File: config.mk
export PLATFORM = sky130hd
export DESIGN_NAME = vrrq_front_flat
export DESIGN_NICKNAME = d
export VERILOG_FILES = /design/src/rtl/vrrq_pkg.sv /design/src/rtl/vrrq_if.sv /design/src/rtl/vrrq_front.sv /design/src/flat_wrapper.sv
export SDC_FILE = /design/constraint.sdc
export NUM_CORES = 1
export LEC_CHECK = 0
export BUFFER_PORTS_ARGS = -buffer_cell sky130_fd_sc_hd__clkbuf_2
export CELL_PAD_IN_SITES_DETAIL_PLACEMENT = 1
export CELL_PAD_IN_SITES_GLOBAL_PLACEMENT = 1
export CORE_MARGIN = 2
export CORE_UTILIZATION = 47
export CTS_CLUSTER_DIAMETER = 50
export CTS_CLUSTER_SIZE = 12
export DETAILED_ROUTE_END_ITERATION = 12
export PLACE_DENSITY_LB_ADDON = 0.1
export SYNTH_ARGS = -nofsm -noshare
export SYNTH_HDL_FRONTEND = slang
export SYNTH_SLANG_ARGS = --single-unit
File: constraint.sdc
create_clock -name clk -period 10.6 [get_ports clk]
set_input_delay 0.53 -clock clk [delete_from_list [all_inputs] [get_ports clk]]
set_output_delay 0.53 -clock clk [all_outputs]
set_load 0.01 [all_outputs]
File: src/rtl/vrrq_pkg.sv
// Package for the variable-length record ring queue.
// Holds shared constants, status codes and the front-to-back command type.
package vrrq_pkg;
	localparam int RingBytes = 4096;
	localparam int MaxMsgLen = 64;
	localparam int HdrBytes = 12;
	localparam int PosW = 17;

	typedef enum logic [2:0] {
		ST_ENQ_OK = 3'd0,
		ST_ENQ_OK_EMPTY = 3'd1,
		ST_ENQ_FULL = 3'd2,
		ST_DEQ_OK = 3'd3,
		ST_DEQ_EMPTY = 3'd4,
		ST_DEQ_TOO_BIG = 3'd5
	} status_t;

	typedef enum logic [1:0] {
		CMD_ENQ_OPEN = 2'd0,
		CMD_ENQ_BYTE = 2'd1,
		CMD_DEQ = 2'd2
	} cmd_kind_t;

	// One classified item passed from the front part to the back part.
	typedef struct packed {
		cmd_kind_t kind;
		logic [7:0] byte_value;
		logic [6:0] msg_len;
		logic [63:0] flow_id;
		logic [6:0] buf_limit;
	} cmd_t;
endpackage

File: src/rtl/vrrq_if.sv
// Valid/ready channel interfaces for the record ring queue.
// Depends on nothing but plain logic types.
interface vrrq_in_if;
	logic valid;
	logic ready;
	logic req_type;
	logic [7:0] byte_value;
	logic [6:0] msg_len;
	logic [63:0] flow_id;
	logic [6:0] buf_limit;
	modport source (output valid, req_type, byte_value, msg_len, flow_id, buf_limit,
		input ready);
	modport sink (input valid, req_type, byte_value, msg_len, flow_id, buf_limit,
		output ready);
endinterface


File: src/rtl/vrrq_front.sv
// Front part: tracks message framing and classifies each input item.
// Pushes one vrrq_pkg::cmd_t per item into a two-entry queue. Uses vrrq_pkg.
module vrrq_front (
	input logic clk,
	input logic arst_n,
	input logic clear,
	vrrq_in_if.sink in_ch,
	output logic cmd_valid,
	input logic cmd_pop,
	output vrrq_pkg::cmd_t cmd
);
	vrrq_pkg::cmd_t fifo_q [2];
	logic rd_q, wr_q;
	logic [1:0] cnt_q;
	logic [6:0] remain_q;
	vrrq_pkg::cmd_t c;
	logic push;

	assign in_ch.ready = (cnt_q != 2'd2) && !clear;
	assign push = in_ch.valid && in_ch.ready;
	assign cmd_valid = cnt_q != 2'd0;
	assign cmd = fifo_q[rd_q];

	always_comb begin
		c.byte_value = in_ch.byte_value;
		c.msg_len = in_ch.msg_len;
		c.flow_id = in_ch.flow_id;
		c.buf_limit = in_ch.buf_limit;
		if (in_ch.req_type)
			c.kind = vrrq_pkg::CMD_DEQ;
		else if (remain_q == 7'd0)
			c.kind = vrrq_pkg::CMD_ENQ_OPEN;
		else
			c.kind = vrrq_pkg::CMD_ENQ_BYTE;
	end

	always_ff @(posedge clk) begin
		if (push) fifo_q[wr_q] <= c;
	end

	always_ff @(posedge clk or negedge arst_n) begin
		if (!arst_n) begin
			rd_q <= 1'b0;
			wr_q <= 1'b0;
			cnt_q <= 2'd0;
			remain_q <= 7'd0;
		end else if (clear) begin
			rd_q <= 1'b0;
			wr_q <= 1'b0;
			cnt_q <= 2'd0;
			remain_q <= 7'd0;
		end else begin
			if (push) wr_q <= ~wr_q;
			if (cmd_pop) rd_q <= ~rd_q;
			cnt_q <= cnt_q + {1'b0, push} - {1'b0, cmd_pop};
			if (push && !in_ch.req_type) begin
				if (remain_q == 7'd0)
					remain_q <= (in_ch.msg_len == 7'd0) ? 7'd0 : in_ch.msg_len - 7'd1;
				else
					remain_q <= remain_q - 7'd1;
			end
		end
	end
endmodule

File: src/flat_wrapper.sv
// flat-port wrapper written by rule: the top's interface ports become plain ports
module vrrq_front_flat 
  (clk, arst_n, clear, cmd_valid, cmd_pop, cmd, in_ch_valid, in_ch_req_type, in_ch_byte_value, in_ch_msg_len, in_ch_flow_id, in_ch_buf_limit, in_ch_ready);
  vrrq_in_if in_ch_i ();
  input logic clk;
  input logic arst_n;
  input logic clear;
  output logic cmd_valid;
  input logic cmd_pop;
  output vrrq_pkg::cmd_t cmd;
  input wire logic [$bits(in_ch_i.valid)-1:0] in_ch_valid;
  input wire logic [$bits(in_ch_i.req_type)-1:0] in_ch_req_type;
  input wire logic [$bits(in_ch_i.byte_value)-1:0] in_ch_byte_value;
  input wire logic [$bits(in_ch_i.msg_len)-1:0] in_ch_msg_len;
  input wire logic [$bits(in_ch_i.flow_id)-1:0] in_ch_flow_id;
  input wire logic [$bits(in_ch_i.buf_limit)-1:0] in_ch_buf_limit;
  output wire logic [$bits(in_ch_i.ready)-1:0] in_ch_ready;
  assign in_ch_i.valid = in_ch_valid;
  assign in_ch_i.req_type = in_ch_req_type;
  assign in_ch_i.byte_value = in_ch_byte_value;
  assign in_ch_i.msg_len = in_ch_msg_len;
  assign in_ch_i.flow_id = in_ch_flow_id;
  assign in_ch_i.buf_limit = in_ch_buf_limit;
  assign in_ch_ready = in_ch_i.ready;
  vrrq_front u_core (.clk(clk), .arst_n(arst_n), .clear(clear), .in_ch(in_ch_i), .cmd_valid(cmd_valid), .cmd_pop(cmd_pop), .cmd(cmd));
endmodule
==> results.md <==
- Outcome: completed
- DRT iter0 DRCs: around 270
- Yosys warns: 0
- Worst hold margin: between 0.2 and 0.3 ns
- H-tree Lvls: 4
- PostCTS Resize Cnt: 0
- #FFs+latches synth: around 190
- Unrepaired setup endpoints after global routing: false
- Worst Setup End Kind: output port
- Global Route Usage Sum: 0.185
- Max Used Layer: met4
- Total power: 1.87 mW
- Ranking of synthesized cells by area: edfxtp_1, mux2_2, dfrtp_1, ha_1, xnor2_1
- Row count: between 40 and 50
- Num ports: 182
- Later-pin clock latency in the skew report: between 0.4 and 0.5 ns
- Final ANT Viol Nets: 0
- Ratio of cells with drive above 1 in the final layout: 0.535
- Core box area: 0.0150 mm²
- Avg Cell Area, Syn: 19.3 µm²
- Worst slew margin: 0.270
- Cell taking the most area after synthesis: edfxtp_1
- Chip width: around 130 µm
- Die ar.: approximately 0.016 mm²
- Drt pass-1 iters: 4
- Final count of hold timing violations: 0
- DIE HEIGHT: between 100 and 150 µm
- Worst slew pin tran: around 1.1 ns
- Initial antenna violation count: 0
- Post-DP HPWL: a little under 10 mm
- Total of max-cap violations: 0
- Fin crit share: 0.281
- Critical path peak fanout: 53
- Max Clk Rate: ~340 MHz
- I/O Buffers: about 180
- Worst-path cell chain: buf_4, mux2_2, clkbuf_2
- Critical path arrival: 2.45 ns
- Vias per inst: between 5 and 6
- P per Cell Area: 209 mW/mm²
- First-pass GRT wire length: around 22 mm
- Worst hold-check path type: in2reg
- Met2 WL: 7.45 mm
- Crit path launch type: register
- Final slew viol count: 0
- # DRC: 0
- Vias in the first global route: between 4000 and 5000
- Max Root-Sink Buffers: 2
- Share of the synthesized area in the top cell type: 0.739
- Num CTS Buffers: 17
- Postcts setup bufs: 0
- Clock root cell: clkbuf_16
- Synth cell types: 32
- CTS sink cnt: 187
- Via count: about 3900
- Sum of negative setup slack: 0 ns
- CTS tree: built
- Leak: 3.39 nW
- Clock transition at path regs: roughly 0.070 ns
- Post-Syn Nets: 469
- Total Wirelength: about 15 mm
- Area Growth Syn to Fin: 25.4%
- Met3 WL: 871 µm
- Setup violators final: 0
- Worst clock skew: between 0.005 and 0.006 ns
- Area of the multi-input gates: 0.00152 mm²
- Final #Nets: 660
- Worst VDD drop: about 0.11 mV
- Initial Util: 0.476
- WL met1: roughly 6 mm
- Sequential fraction of the synthesis area: 0.777
- Largest net degree at the start of global routing: 78
- Worst EP required: 10.07 ns
- Fillcell total: around 1400
- # diodes: 0
- Placer Congestion: between 0.7 and 0.8
- Synthesized area: 0.00715 mm²
- Fin crit period: between 2 and 3 ns
- Slowest cell on the critical path: dfrtp_4
- Routed wire length per instance: approximately 19 µm
- Delay of the slowest cell on the worst path: between 0.7 and 0.8 ns
- Register Area: about 0.0056 mm²
- Worst Setup Path Type: reg2out
- Syn Inst Count: 371
- Remaining global-route overflow: 0
## Yosys cell counts (all sizes together)
library cell / number
nor4: 1
clkbuf: 10
nand3: 4
xor2: 1
a21oi: 2
nor2b: 2
mux2: 88
o31ai: 2
or4: 3
o2111ai: 1
or2: 1
nor4b: 1
inv: 10
xnor2: 8
a22o: 1
dfrtp: 11
o22ai: 5
nor3b: 4
nor2: 7
o22a: 1
nand2: 7
and4b: 1
and3: 2
edfxtp: 176
o21ai: 7
nand2b: 2
buf: 3
ha: 6
a31oi: 2
nor3: 2
## power by group
| group | leakage, nW | total, mW | internal, mW | switching [mW] |
|---|---|---|---|---|
| logic | 1.32 | 0.256 | 0.114 | 0.142 |
| clock network | 0.317 | 0.724 | 0.464 | 0.259 |
| registers | 1.76 | 0.895 | 0.871 | 0.0241 |
| total | 3.39 | 1.87 | 1.45 | 0.426 |
## per-stage QoR
stage,utilization,worst slack (ns),std cells,cell area (µm²)
after global routing,0.597,7.46,762,8970
after CTS,0.597,7.54,762,8970
after detailed placement,0.551,7.81,730,8280
final,0.597,7.62,762,8970
after floorplan,-,5.27,371,7150
after global placement,0.551,7.90,730,8280
## worst paths after layout
path,end,slack (ns),startpoint,cells past startpoint
max,cmd[40],7.62,u_core.rd_q$_DFFE_PN0P_,3
min,u_core.fifo_q[1][60]$_DFFE_PP_,0.29,in_ch_flow_id[53],1
max reg2reg,u_core.fifo_q[0][27]$_DFFE_PP_,8.01,u_core.cnt_q[1]$_DFF_PN0_,5
min reg2reg,u_core.remain_q[5]$_DFFE_PN0P_,0.53,u_core.remain_q[5]$_DFFE_PN0P_,2
max in group asynchronous,u_core.rd_q$_DFFE_PN0P_,9.83,arst_n,2
min in group asynchronous,u_core.remain_q[2]$_DFFE_PN0P_,0.52,arst_n,2
## sequential cells by signal (all words and copies together) (netlist names)
| signal | flops |
|---|---|
| u_core.remain_q | 7 |
| u_core.cnt_q | 2 |
| u_core.rd_q | 1 |
| u_core.wr_q | 1 |
| u_core.fifo_q | 176 |
## critical path: cells and delay by family, from the launching register on
family,cells,cell delay (ns)
buf+inv,2,0.80
mux,1,0.44
flops,1,0.77
## layout by cell type (no fill, tap or decap), types with 7 or more instances in the layout
master	instances
bufinv_16	7
clkbuf_16	17
clkbuf_2	181
dfrtp_1	10
edfxtp_1	176
inv_1	10
mux2_2	88
nand2_1	7
o21ai_0	7
xnor2_1	8
## cell type report
cell class / count / share of cell area
flip-flops and latches: 187 / 0.620
multi-input cells: 161 / 0.169
repair buffers: 185 / 0.105
clock buffers: 19 / 0.0483
clock inverters: 12 / 0.0273
well taps: 188 / 0.0262
inverters: 10 / 0.00418
## cells by family after synthesis
family          share of synthesized area
flops                               0.777
buf+inv                            0.0124
fa+ha+maj                          0.0105
compound gates                     0.0182
xor+xnor                           0.0110
simple gates                       0.0320
mux                                 0.139
## timing repair
item / in CTS / in global routing
endpoints found under the hold margin: 11 / 0
setup endpoints to repair: 0 / 0
hold buffers: 1 / 0
## routing by layer
layer	up-vias	GRT usage
met5	-	0
met4	0	0.0730
met3	23	0.0586
met2	113	0.307
met1	1957	0.228
li1	1829	-
Note: power is estimated with default switching activity, not from simulation.
